## src/rtl/core/tsr_pkg.sv

```systemverilog
// Shared types, codes and the CRC-32 byte step for the trace stream reader.
// No dependencies; imported by every module of the block.
package tsr_pkg;

    localparam int HEADER_BYTES      = 64;
    localparam int META_KEEP_CAP     = 256;
    localparam int HDR_IDX_W         = $clog2(HEADER_BYTES);
    localparam int HDR_CRC_END       = 52;
    localparam logic [31:0] CRC_INIT = 32'hFFFF_FFFF;
    localparam logic [31:0] CRC_POLY = 32'hEDB8_8320;

    // product pipeline steps, by header byte index being accepted
    localparam logic [HDR_IDX_W-1:0] MUL_LO_IDX = HDR_IDX_W'(32);
    localparam logic [HDR_IDX_W-1:0] MUL_HI_IDX = HDR_IDX_W'(33);
    localparam logic [HDR_IDX_W-1:0] MUL_SUM_IDX = HDR_IDX_W'(34);
    localparam logic [HDR_IDX_W-1:0] HDR_LAST_IDX = HDR_IDX_W'(HEADER_BYTES - 1);

    typedef enum logic [2:0] {
        PH_HEADER,
        PH_META,
        PH_PAYLOAD,
        PH_DONE,
        PH_HALT
    } phase_t;

    typedef enum logic [1:0] {
        KIND_HEADER = 2'd0,
        KIND_META   = 2'd1,
        KIND_ELEM   = 2'd2,
        KIND_ERROR  = 2'd3
    } kind_t;

    typedef enum logic [1:0] {
        ST_OK       = 2'd0,
        ST_CORRUPT  = 2'd1,
        ST_DTYPE    = 2'd2,
        ST_NO_BLOCK = 2'd3
    } status_t;

    typedef enum logic [2:0] {
        CFG_MAGIC    = 3'd0,
        CFG_VERSION  = 3'd1,
        CFG_DTYPE    = 3'd2,
        CFG_MAX_EPB  = 3'd3,
        CFG_MAX_BC   = 3'd4,
        CFG_MAX_PAY  = 3'd5,
        CFG_MAX_META = 3'd6,
        CFG_UNUSED   = 3'd7
    } cfg_idx_t;

    localparam logic OP_DATA = 1'b0;
    localparam logic OP_END  = 1'b1;

    typedef struct packed {
        logic [55:0] magic_word;
        logic [31:0] hdr_version;
        logic [31:0] half_float_code;
        logic [31:0] max_epb;
        logic [63:0] max_bc;
        logic [63:0] max_pay;
        logic [31:0] max_meta;
    } cfg_t;

    typedef struct packed {
        logic [55:0] magic;
        logic [7:0]  pad;
        logic [31:0] version;
        logic [31:0] dtype;
        logic [31:0] epb;
        logic [31:0] mdl;
        logic [63:0] bc;
        logic [63:0] pay;
        logic [31:0] hcrc;
        logic [63:0] rsvd;
        logic [31:0] crc;      // running CRC before final xor
        logic        prod_ovf; // 2*bc*epb does not fit 64 bits
        logic [63:0] prod2;
    } hdr_view_t;

    function automatic logic [31:0] crc_byte(input logic [31:0] c, input logic [7:0] b);
        logic [31:0] r;
        r = c ^ {24'd0, b};
        for (int k = 0; k < 8; k++) begin
            r = r[0] ? ((r >> 1) ^ CRC_POLY) : (r >> 1);
        end
        return r;
    endfunction

endpackage

```

## src/rtl/core/tsr_hdr_check.sv

```systemverilog
// Header validation: magic, CRC, reserved word, version, dtype and size limits.
// Depends on tsr_pkg; purely combinational, used on the final header byte.
module tsr_hdr_check
    import tsr_pkg::*;
(
    input  hdr_view_t hdr,
    input  cfg_t      cfg,
    output status_t   status
);

    always_comb begin
        priority if (hdr.magic != cfg.magic_word || hdr.pad != 8'd0) begin
            status = ST_CORRUPT;
        end else if ((hdr.crc ^ CRC_INIT) != hdr.hcrc) begin
            status = ST_CORRUPT;
        end else if (hdr.rsvd != 64'd0) begin
            status = ST_CORRUPT;
        end else if (hdr.mdl > cfg.max_meta) begin
            status = ST_CORRUPT;
        end else if (hdr.version != cfg.hdr_version) begin
            status = ST_CORRUPT;
        end else if (hdr.dtype != cfg.half_float_code) begin
            status = ST_DTYPE;
        end else if (hdr.epb == 32'd0 || hdr.epb > cfg.max_epb) begin
            status = ST_CORRUPT;
        end else if (hdr.bc == 64'd0 || hdr.bc > cfg.max_bc) begin
            status = ST_CORRUPT;
        end else if (hdr.prod_ovf) begin
            status = ST_CORRUPT;
        end else if (hdr.prod2 != hdr.pay || hdr.pay > cfg.max_pay) begin
            status = ST_CORRUPT;
        end else begin
            status = ST_OK;
        end
    end

endmodule

```

## config.mk

```make
export PLATFORM = sky130hd
export DESIGN_NAME = tsr_hdr_check
export DESIGN_NICKNAME = d
export VERILOG_FILES = /design/src/rtl/core/tsr_pkg.sv /design/src/rtl/core/tsr_hdr_check.sv
export SDC_FILE = /design/constraint.sdc
export NUM_CORES = 1
export LEC_CHECK = 0
export ABC_AREA = 1
export BUFFER_PORTS_ARGS = -buffer_cell sky130_fd_sc_hd__buf_2
export CORE_AREA = 3 3 318 320
export DETAILED_ROUTE_END_ITERATION = 8
export DIE_AREA = 0 0 321 323
export GPL_TIMING_DRIVEN = 1
export SLEW_MARGIN = 20
export SYNTH_ARGS = -nofsm -noshare
export SYNTH_HDL_FRONTEND = slang
export SYNTH_SLANG_ARGS = --single-unit
```

## constraint.sdc

```tcl
create_clock -name vclk -period 1.3
set_input_delay 0.065 -clock vclk [all_inputs]
set_output_delay 0.065 -clock vclk [all_outputs]
set_load 0.05 [all_outputs]
```

# ---- After elaboration in Yosys (flattened, before gate mapping)
# Cells that the tools add are included.
dict set report totals {
  reg_bits 0
  inputBits 825
  output_inout_bits 2
  elab_cells 28
}
dict set report classes {
  n_lt_le_gt_ge 4
  n_eq_ne 5
  muxes 10
  n_bitwise 1
  reduce_logical 8
}
# cell count
set ops {}
lappend ops {{64-bit greater-than comparator} 2}
lappend ops {{32-bit != test} 3}
lappend ops {{32-bit greater-than comparator} 2}
lappend ops {{64-bit zero test} 1}
lappend ops {{64-bit != test} 1}
lappend ops {{64-bit nonzero test} 1}
lappend ops {{56-bit != test} 1}
lappend ops {{32-bit zero test} 1}
lappend ops {{32-bit NOT} 1}
lappend ops {{2-bit two-way mux} 6}
lappend ops {{8-bit nonzero test} 1}
lappend ops {{1-bit logical OR} 4}
lappend ops {{1-bit two-way mux} 4}

# ---- Logic depth before layout (Yosys ltp)
# Gate-level depths: netlist (run 1).
dict set report depth {
  depth_word 12
  depth_mapped 18
}

# ---- Worst setup path before layout (run 1)
# OpenSTA, ideal clock, no wires.
dict set report synth_path {
  path_type {input-to-output}
  start {input port cfg[153] in the netlist's numbering}
  end {output port status[0]}
  arrival_ns 1.538
  path_slack_ns -0.303
  path_stages 12
  path_buffers 0
  path_cell_list {inv_1 ha_1 inv_1 nor3_1 nand4_1 nor4_2 nand2_1 nand2_1 nand2_1 nand3_1 nand2_1 inv_1}
}
dict set report synth_via {
  elab_chain_cells 10
}
# item line_no
set synth_lines {}
lappend synth_lines {{start, declared} tsr_hdr_check.sv:7} ;# input cfg_t cfg,
lappend synth_lines {{64-bit greater-than comparator} tsr_hdr_check.sv:26} ;# end else if (hdr.bc == 64'd0 || hdr.bc > cfg.max_bc) begin
lappend synth_lines {{1-bit logical OR} tsr_hdr_check.sv:26}
lappend synth_lines {{1-bit two-way mux} tsr_hdr_check.sv:26}
lappend synth_lines {{1-bit two-way mux} tsr_hdr_check.sv:24} ;# end else if (hdr.epb == 32'd0 || hdr.epb > cfg.max_epb) begin
lappend synth_lines {{2-bit two-way mux} tsr_hdr_check.sv:22} ;# end else if (hdr.dtype != cfg.half_float_code) begin
lappend synth_lines {{2-bit two-way mux} tsr_hdr_check.sv:20} ;# end else if (hdr.version != cfg.hdr_version) begin
lappend synth_lines {{2-bit two-way mux} tsr_hdr_check.sv:18} ;# end else if (hdr.mdl > cfg.max_meta) begin
lappend synth_lines {{2-bit two-way mux} tsr_hdr_check.sv:16} ;# end else if (hdr.rsvd != 64'd0) begin
lappend synth_lines {{2-bit two-way mux} tsr_hdr_check.sv:14} ;# end else if ((hdr.crc ^ CRC_INIT) != hdr.hcrc) begin
lappend synth_lines {{2-bit two-way mux} tsr_hdr_check.sv:12} ;# priority if (hdr.magic != cfg.magic_word || hdr.pad != 8'd0) begin
lappend synth_lines {{end, declared} tsr_hdr_check.sv:8} ;# output status_t status
# Every way passes these cells.

# ---- Worst setup path in the final report (run 1)
dict set report layout_path {
  start {input port hdr[239] in the netlist's numbering}
  end {output port status[0]}
}
dict set report layout_via {
  elab_chain_cells 12
  word_cells_on_any_way 13
  classes_between {1 x order compare; 1 x eq/ne; 10 x mux; 1 x reduce/logical}
}
# item line_no
set layout_lines {}
lappend layout_lines {{start, declared} tsr_hdr_check.sv:6} ;# input hdr_view_t hdr,
lappend layout_lines {{64-bit greater-than comparator or 64-bit != test (tied branches)} tsr_hdr_check.sv:30} ;# end else if (hdr.prod2 != hdr.pay || hdr.pay > cfg.max_pay) begin
lappend layout_lines {{1-bit logical OR (*)} tsr_hdr_check.sv:30}
lappend layout_lines {{1-bit two-way mux (*)} tsr_hdr_check.sv:30}
lappend layout_lines {{1-bit two-way mux (*)} tsr_hdr_check.sv:28} ;# end else if (hdr.prod_ovf) begin
lappend layout_lines {{1-bit two-way mux (*)} tsr_hdr_check.sv:26}
lappend layout_lines {{1-bit two-way mux (*)} tsr_hdr_check.sv:24}
lappend layout_lines {{2-bit two-way mux (*)} tsr_hdr_check.sv:22}
lappend layout_lines {{2-bit two-way mux (*)} tsr_hdr_check.sv:20}
lappend layout_lines {{2-bit two-way mux (*)} tsr_hdr_check.sv:18}
lappend layout_lines {{2-bit two-way mux (*)} tsr_hdr_check.sv:16}
lappend layout_lines {{2-bit two-way mux (*)} tsr_hdr_check.sv:14}
lappend layout_lines {{2-bit two-way mux (*)} tsr_hdr_check.sv:12}
# Every way passes the cells marked *; elsewhere a longest branch is shown, timed or not.

==> results.md, run 1 <==
* Outcome: complete, but fails checks
* Failing checks: negative setup slack
* Share of layout cells above drive strength 1 at 42.4%
* Post-synth top area share at 26.5%
* Ys Warns at 0
* Via density at 3.51
* Yosys top cell by area: ha_1
* Metal3 WL at 5.82 mm
* Peak supply drop at 0.144 mV
* Post-detail-place hpwl at 62.4 mm
* Worst-margin pin slew at 0.721 ns
* FF+latch area at 0 sq um
* Slowest stage delay, CP at 0.34 ns
* WL final at 65.5 mm
* Hold depth at 14
* Antenna violations before repair at 51
* Area growth syn-to-layout at 90.9%
* Post-Synthesis Cells at 1706
* Final slew viol count at 0
* Hold Path Class: in -> out
* Highest Signal Layer: met5
* Part of the cycle the worst path needs at 171%
* # DRC at 0
* # rows at 115
* DP Area at 16400 sq um
* Clock buffer count at 0
* Largest net degree at the start of global routing at 4
* Cell variety after synth at 29
* Cell Chain, Critical Path: buf_2 -> buf_4 -> ha_1 -> nand4_1 -> nor2_1 -> nor4b_4 -> buf_4 -> nand4_1 -> nand2_1 -> nand3_2 -> nand2_2 -> clkinvlp_4 -> buf_8
* Most frequent cells after synthesis: nand2_1 (477), inv_1 (382), nor2_1 (276)
* 1st-iter DRT viols at 641
* Leakage power at 10.1 nW
* Synthesized cell area at 9080 sq um
* Worst setup SP type: input pin
* Antenna Nets Post-Route at 0
* Setup ws final at -0.922 ns
* Critical Path Sink Type: output port
* Post-Syn Nets at 2723
* Period minus WS final at 2.22 ns
* Drt pass-1 iters at 5
* Worst-path fanout max at 2
* DR WL/cell at 16.2 microns
* Final total power at 4.94 mW
* Register area share after synthesis at 0%
* Metal2 WL at 30.1 mm
* Final Setup Violations at 2
* Wire length of the first global-routing pass at 87.2 mm
* Vias in the first global route at 13860
* Post-Route Setup TNS at -1.61 ns
* Syn_area_per_cell at 5.32 sq um
* Met1 Wirelength at 28.1 mm
* Post-route cell area at 17300 sq um
* Final nets at 3744
* Initial Utilization at 9.22%
* Number of buffers added on ports at 827
* Critical path data arrival time at 2.16 ns
* Hold slack at 1.08 ns
* Worst Path Class, Setup: in -> out
* CTS Hold Buffers Added at 0
* Die height at 323 microns
* FILL cells at 11469
* Die span in x at 321 microns
* Required time worst endpoint at 1.24 ns
* Routed via count at 14141
* GP Congestion at 0.936
* Cell Pwr Density at 285 nW/um^2
* CORE AREA at 98400 sq um
* Synth top area cells: ha_1 (26%), nand2_1 (20%), inv_1 (16%)
* DIE AREA at 104000 sq um
* GR Util All Layers at 11.6%
* Top-count cell post-synth: nand2_1
* Grt total ovfl at 0
* Final hold vios at 0
* FF+latch count at 0
* I/O pin cnt at 827
* CP max-delay cell: nor4b_4
* Slew headroom at 51.4%
* Total of max-cap violations at 0
* RSZ-0062 raised after global routing: yes
* Max Clk Rate at 450 MHz
final cells by class:
class	count	area, sq um	area share [%]
antenna	22	55.1	0.318
inverter	388	1490	8.58
multi-input combinational	1318	8400	48.5
tap	1287	1610	9.29
timing repair buffer	1019	5770	33.3
logic make-up after synthesis:
family          after synthesis  synth area share (%)
simple gates                844                  37.4
xor+xnor                     98                  9.46
compound gates              184                  10.6
buf+inv                     388                  16.0
fa+ha+maj                   192                  26.5
cells in the final DEF (no fill, tap or decap), types with 32 or more instances in the layout:
master / count
buf_2: 813
nand2_1: 451
inv_1: 364
nor2_1: 255
buf_4: 179
ha_1: 160
a21oi_1: 83
xnor2_1: 49
xor2_1: 49
o21ai_0: 48
ha_4: 32
worst max-delay path: cells and delay by family:
kind	cells	cell delay [ns]
buffers and inverters	5	0.66
and+or+nand+nor	7	1.11
adders and majority gates	1	0.31
final timing paths:
check | slack [ns] | from | endpoint
hold / removal | 1.08 | hdr[56] | status[0]
setup / recovery | -0.92 | hdr[239] | status[0]
report_power, final:
part	total (mW)	switching (mW)	internal, mW	leakage (nW)
Clock	0.00000228	0	0.00000228	0.000139
Sequential	0	0	0	0
Combinational	4.94	2.48	2.46	10.1
Total	4.94	2.48	2.46	10.1
timing repair:
item | CTS | global route
setup endpoints to repair | 2 | 2
setup buffers | 6 | 2
cloned | 0 | 0
pin swaps | 42 | 29
resized for setup | 108 | 40
stage by stage:
stage                     setup slack [ns]  util (%)  instances
after floorplan                     -0.279         -       1706
after global placement               -1.69      16.7       4005
after detailed placement             -1.64      16.7       4005
after CTS                           -0.878      17.3       4010
after global routing                -0.981      17.6       4024
final                               -0.922      17.6       4034
layer usage:
layer / up-vias / GRT usage [%]
met3: 74 / 3.63
li1: 7310 / -
met2: 595 / 19.6
met4: 26 / 2.71
met5: - / 0
met1: 6136 / 14.5
Power figures use the tool's default switching activity.
==> inputs of run 2 (changes only) <==
Settings changed: CORE_AREA 3 3 318 320 to 3 3 320 322, DIE_AREA 0 0 321 323 to 0 0 323 325.
Clock period 1.3 ns to 2.4 ns, I/O delays scaled along.
==> run 2 against run 1 <==
The run now ends clean. Cell count is 3.3% lower. Core utilization is 2.0 points lower. Setup slack better by 1.1 ns. Global-route usage is 0.71 points higher. Die area is 1.2% higher. Critical endpoint unchanged. Highest routed layer unchanged.
==> results.md, run 2 (synthesized netlist as in run 1, its figures left out) <==
* Outcome: finished clean (was complete, but fails checks)
* I/O pin cnt at 827 (unchanged)
* DR WL/cell at 17.8 microns (was 16.2 microns)
* Final total power at 2.43 mW (was 4.94 mW)
* Required time worst endpoint at 2.28 ns (was 1.24 ns)
* Antenna violations before repair at 54 (was 51)
* Peak supply drop at 0.0740 mV (was 0.144 mV)
* Worst Path Class, Setup: in -> out (unchanged)
* CORE AREA at 99900 sq um (was 98400 sq um)
* FF+latch count at 0 (unchanged)
* GR Util All Layers at 12.3% (was 11.6%)
* Vias in the first global route at 13474 (was 13860)
* Grt total ovfl at 0 (unchanged)
* Die span in x at 323 microns (was 321 microns)
* Clock buffer count at 0 (unchanged)
* Wire length of the first global-routing pass at 91.5 mm (was 87.2 mm)
* Commonest non-fill, non-tap cell in the layout: buf_2 (unchanged)
* Total of max-cap violations at 0 (unchanged)
* Final Setup Violations at 0 (was 2)
* RSZ-0062 raised after global routing: no (was yes)
* Worst setup SP type: input pin (unchanged)
* FILL cells at 11803 (was 11469)
* Multi-input gate area at 7830 sq um (was 8400 sq um)
* # rows at 116 (was 115)
* Hold depth at 10 (was 14)
* Drt pass-1 iters at 5 (unchanged)
* Critical Path Sink Type: output port (unchanged)
* GP Congestion at 0.980 (was 0.936)
* Routed via count at 13541 (was 14141)
* 1st-iter DRT viols at 574 (was 641)
* Cell Pwr Density at 156 nW/um^2 (was 285 nW/um^2)
* Antenna Nets Post-Route at 0 (unchanged)
* Placed cells at 3881 (was 4005)
* Slew headroom at 59.6% (was 51.4%)
* Critical path data arrival time at 2.10 ns (was 2.16 ns)
* Leakage power at 9.33 nW (was 10.1 nW)
* WL final at 69.4 mm (was 65.5 mm)
* DIE AREA at 105000 sq um (was 104000 sq um)
* Most frequent cells in the layout: buf_2 (823), nand2_1 (466), inv_1 (379), nor2_1 (264), ha_1 (189) (was buf_2 (813), nand2_1 (451), inv_1 (364), nor2_1 (255), buf_4 (179))
* Largest net degree at the start of global routing at 4 (unchanged)
* Post-detail-place hpwl at 67.0 mm (was 62.4 mm)
* Setup ws final at 0.182 ns (was -0.922 ns)
* Die height at 325 microns (was 323 microns)
* Part of the cycle the worst path needs at 92.4%
* Final hold vios at 0 (unchanged)
* Hold Path Class: in -> out (unchanged)
* Share of layout cells above drive strength 1 at 36.1% (was 42.4%)
* Via density at 3.47 (was 3.51)
* Number of buffers added on ports at 827 (unchanged)
* Worst-path fanout max at 2 (unchanged)
* Pre-CTS setup slack at -0.712 ns (was -1.64 ns)
* Initial Utilization at 9.09% (was 9.22%)
* Hold EP: status[0] (unchanged)
* Final std cells w/o fill at 3902 (was 4034)
* Worst-margin pin slew at 0.599 ns (was 0.721 ns)
* Area growth syn-to-layout at 71.5% (was 90.9%)
* FF+latch area at 0 sq um (unchanged)
* Final slew viol count at 0 (unchanged)
* # DRC at 0 (unchanged)
* Final nets at 3603 (was 3744)
* Min-delay src: cfg[0] (was hdr[56])
* Period minus WS final at 2.22 ns
* Max Clk Rate at 451 MHz
## run 2: how the worst max path moves through the flow
stage / slack [ns] / to / from / cells past startpoint
after floorplan: 0.69 / status[0] / cfg[153] / 12
after global placement: -0.75 / status[0] / hdr[201] / 15
after detailed placement: -0.71 / status[0] / hdr[201] / 15
after CTS: 0.001 / status[0] / hdr[217] / 15
after global routing: 0.004 / status[0] / hdr[246] / 13
final: 0.18 / status[0] / hdr[98] / 18
## run 2: area by class of cell
type                            count  share of cell area (%)
Multi-Input combinational cell   1318                    50.3
Timing Repair Buffer              878                    29.6
Tap cell                         1298                    10.4
Inverter                          388                    9.40
Antenna cell                       20                   0.322
## run 2: report_power, final
group	switching [mW]	leakage (nW)	internal, mW	total (mW)
combinational	1.30	9.33	1.13	2.43
sequential	0	0	0	0
clock	0	0.000128	0.000000731	0.000000731
total	1.30	9.33	1.13	2.43
## run 2: metrics by stage
stage	TNS [ns]	area (sq um)	hold WS, ns	util [%]
finish	0	15600	1.15	15.6
detailed placement	-0.712	15300	1.16	15.3
CTS	0	15400	1.16	15.4
floorplan	0	9080	0.775	-
global route	0	15500	1.24	15.6
global placement	-0.751	15300	1.17	15.3
## run 2: worst max-delay path, cell delays in order
cell	delay [ns]
buf_2	0.10
nor2_2	0.21
buf_4	0.17
nand2_1	0.05
nor2_1	0.14
nand2_1	0.06
nor2_1	0.09
nand2_1	0.05
nor2_1	0.15
nand3_1	0.15
nor2_2	0.10
buf_4	0.16
nand2_1	0.07
nor2_2	0.09
nand3_2	0.08
nand2_1	0.06
inv_1	0.07
buf_12	0.15
## run 2: timing repair
item,CTS,global route
endpoints found under the hold margin,0,0
resized for setup,15,39
buffers inserted,0,1
setup endpoints to repair,1,1
pin swaps,0,12
cloned,0,0
hold buffers,0,0
## run 2: routing by layer
layer / part of all wire [%] / vias to the layer above / global-route usage (%)
met5: 0.41 / - / 0
met3: 8.0 / 94 / 3.27
met4: 2.2 / 44 / 2.52
li1: - / 7032 / -
met2: 42 / 513 / 18.9
met1: 48 / 5858 / 17.3
==> inputs of run 3 (changes only) <==
Settings changed: BUFFER_PORTS_ARGS -buffer_cell sky130_fd_sc_hd__buf_2 to not set, DONT_BUFFER_PORTS set to 1.
==> run 3 against run 2 <==
Worst hold slack got worse by 0.10 ns. Power decreased by 35%. Cell count decreased by 21%. Critical endpoint unchanged.
==> results.md, run 3 (synthesized netlist as in run 1, its figures left out) <==
* Worst-path fanout max at 3 (was 2)
* M2 GR Usage at 16.9% (was 18.9%)
* Final Setup Violations at 0 (unchanged)
* Max Clk Rate at 457 MHz (was 451 MHz)
* Routed via count at 10691 (was 13541)
* CORE AREA at 99900 sq um (unchanged)
* # DRC at 0 (unchanged)
* Psw at 0.910 mW (was 1.30 mW)
* Critical Path Sink Type: output port (unchanged)
* Hold Path Class: in -> out (unchanged)
* Critical path data arrival time at 2.07 ns (was 2.10 ns)
* 1st-iter DRT viols at 455 (was 574)
* Switching portion of total power at 57.5% (was 53.5%)
* Final slew viol count at 0 (unchanged)
* Share of layout cells above drive strength 1 at 5.07% (was 36.1%)
* Wire length of the first global-routing pass at 83.1 mm (was 91.5 mm)
* Hold depth at 9 (was 10)
* Worst setup SP type: input pin (unchanged)
* Most frequent cells in the layout: nand2_1 (472), inv_1 (380), nor2_1 (269), ha_1 (190), a21oi_1 (89) (was buf_2 (823), nand2_1 (466), inv_1 (379), nor2_1 (264), ha_1 (189))
* Number of buffers added on ports at 0 (was 827)
* Final hold vios at 0 (unchanged)
* Total of max-cap violations at 0 (unchanged)
* Antenna Nets Post-Route at 0 (unchanged)
* Final std cells w/o fill at 3071 (was 3902)
* Final total power at 1.58 mW (was 2.43 mW)
* DIE AREA at 105000 sq um (unchanged)
* Largest net degree at the start of global routing at 4 (unchanged)
* GR Util All Layers at 11.6% (was 12.3%)
* Slew headroom at 54.7% (was 59.6%)
* Initial Utilization at 9.09% (unchanged)
* Period minus WS final at 2.19 ns (was 2.22 ns)
* Post-detail-place hpwl at 63.5 mm (was 67.0 mm)
* Post-route cell area at 11400 sq um (was 15600 sq um)
* Hold EP: status[1] (was status[0])
* Worst-margin pin slew at 0.680 ns (was 0.599 ns)
* Drt pass-1 iters at 5 (unchanged)
* Final nets at 2776 (was 3603)
* Required time worst endpoint at 2.28 ns (about the same)
* FF+latch area at 0 sq um (unchanged)
* FF+latch count at 0 (unchanged)
* Sequential group share of total power at 0% (about the same)
* DP Area at 11200 sq um (was 15300 sq um)
* Vias in the first global route at 10510 (was 13474)
* Pre-CTS setup slack at -0.697 ns (was -0.712 ns)
* CTS Hold Buffers Added at 0 (unchanged)
* Area growth syn-to-layout at 25.5% (was 71.5%)
* # rows at 116 (unchanged)
* Die span in x at 323 microns (unchanged)
* Logic pwr share at 100.0% (about the same)
* Cell Pwr Density at 139 nW/um^2 (was 156 nW/um^2)
* Clock Power Share at 0% (about the same)
* Placed cells at 3055 (was 3881)
* GR peak layer: met2 (unchanged)
* I/O pin cnt at 827 (unchanged)
* Die height at 325 microns (unchanged)
* Peak supply drop at 0.0575 mV (was 0.0740 mV)
* Grt total ovfl at 0 (unchanged)
* Setup ws final at 0.214 ns (was 0.182 ns)
* Outcome: finished clean (unchanged)
* GP Congestion at 0.997 (was 0.980)
* Clock buffer count at 0 (unchanged)
* Antenna violations before repair at 27 (was 54)
* WL final at 65.5 mm (was 69.4 mm)
* DR WL/cell at 21.3 microns (was 17.8 microns)
* Worst Path Class, Setup: in -> out (unchanged)
* M3 GR Usage at 4.21% (was 3.27%)
* Via density at 3.48 (was 3.47)
* Met1 Usage GRT at 16.4% (was 17.3%)
* Util after Layout at 11.4% (was 15.6%)
* Commonest non-fill, non-tap cell in the layout: nand2_1 (was buf_2)
* Leakage power at 6.11 nW (was 9.33 nW)
* Min-delay src: hdr[352] (was cfg[0])
* Int Power at 0.673 mW (was 1.13 mW)
* Part of the cycle the worst path needs at 91.1% (was 92.4%)
-- run 3: cell types whose count changed in the layout (fill, tap and decap cells not counted), sizes merged --
cell and delta:
inv +1, diode -4, buf -825, clkbuf -2, clkinvlp -1
-- run 3: per-layer routing --
metal | part of all wire, % | vias to the layer above
met5 | 0.19 | -
met4 | 2.4 | 18
met3 | 9.6 | 72
met2 | 40 | 542
met1 | 48 | 4690
li1 | - | 5369
-- run 3: worst max path at each step --
stage,start,to,slack (ns),cells past startpoint
final,cfg[87],status[0],0.21,14
after CTS,hdr[98],status[0],0.008,18
after global routing,cfg[91],status[0],-0.002,17
after floorplan,cfg[153],status[0],0.69,12
after detailed placement,hdr[201],status[0],-0.70,14
after global placement,hdr[201],status[0],-0.75,14
-- run 3: final cells by class --
type	count	area (sq um)
multi-input cells	1318	7760
repair buffers	51	507
diodes	16	40.0
inverters	388	1460
fillers	11758	88500
well taps	1298	1620
-- run 3: repair_timing --
item                                    4_1_cts  5_1_grt
resized for setup                            18       18
pin swaps                                     4        9
endpoints found under the setup margin        1        1
buffers inserted                              1        0
-- run 3: through the flow --
stage,hold WS (ns),setup TNS [ns]
global route,1.13,-0.00154
global placement,1.07,-0.752
CTS,1.05,0
detailed placement,1.05,-0.697
floorplan,0.775,0
finish,1.05,0
-- run 3: worst max-delay path, stage by stage --
cell     delay, ns
inv_1         0.03
ha_1          0.30
nand4_1       0.18
buf_6         0.19
nor2_1        0.10
nand2_1       0.12
nor4b_4       0.27
nand4_1       0.14
nand2_2       0.12
buf_12        0.11
nand3_1       0.09
nand2_1       0.09
inv_2         0.05
buf_12        0.14
-- run 3: power by group through the flow --
stage	combinational [mW]	sequential, mW	clock [mW]
after detailed placement	1.58	0	0
final	1.58	0	0.000000587
after CTS	1.61	0	0
after global placement	1.57	0	0
after floorplan	1.01	0	0
after global routing	1.84	0	0.000000223
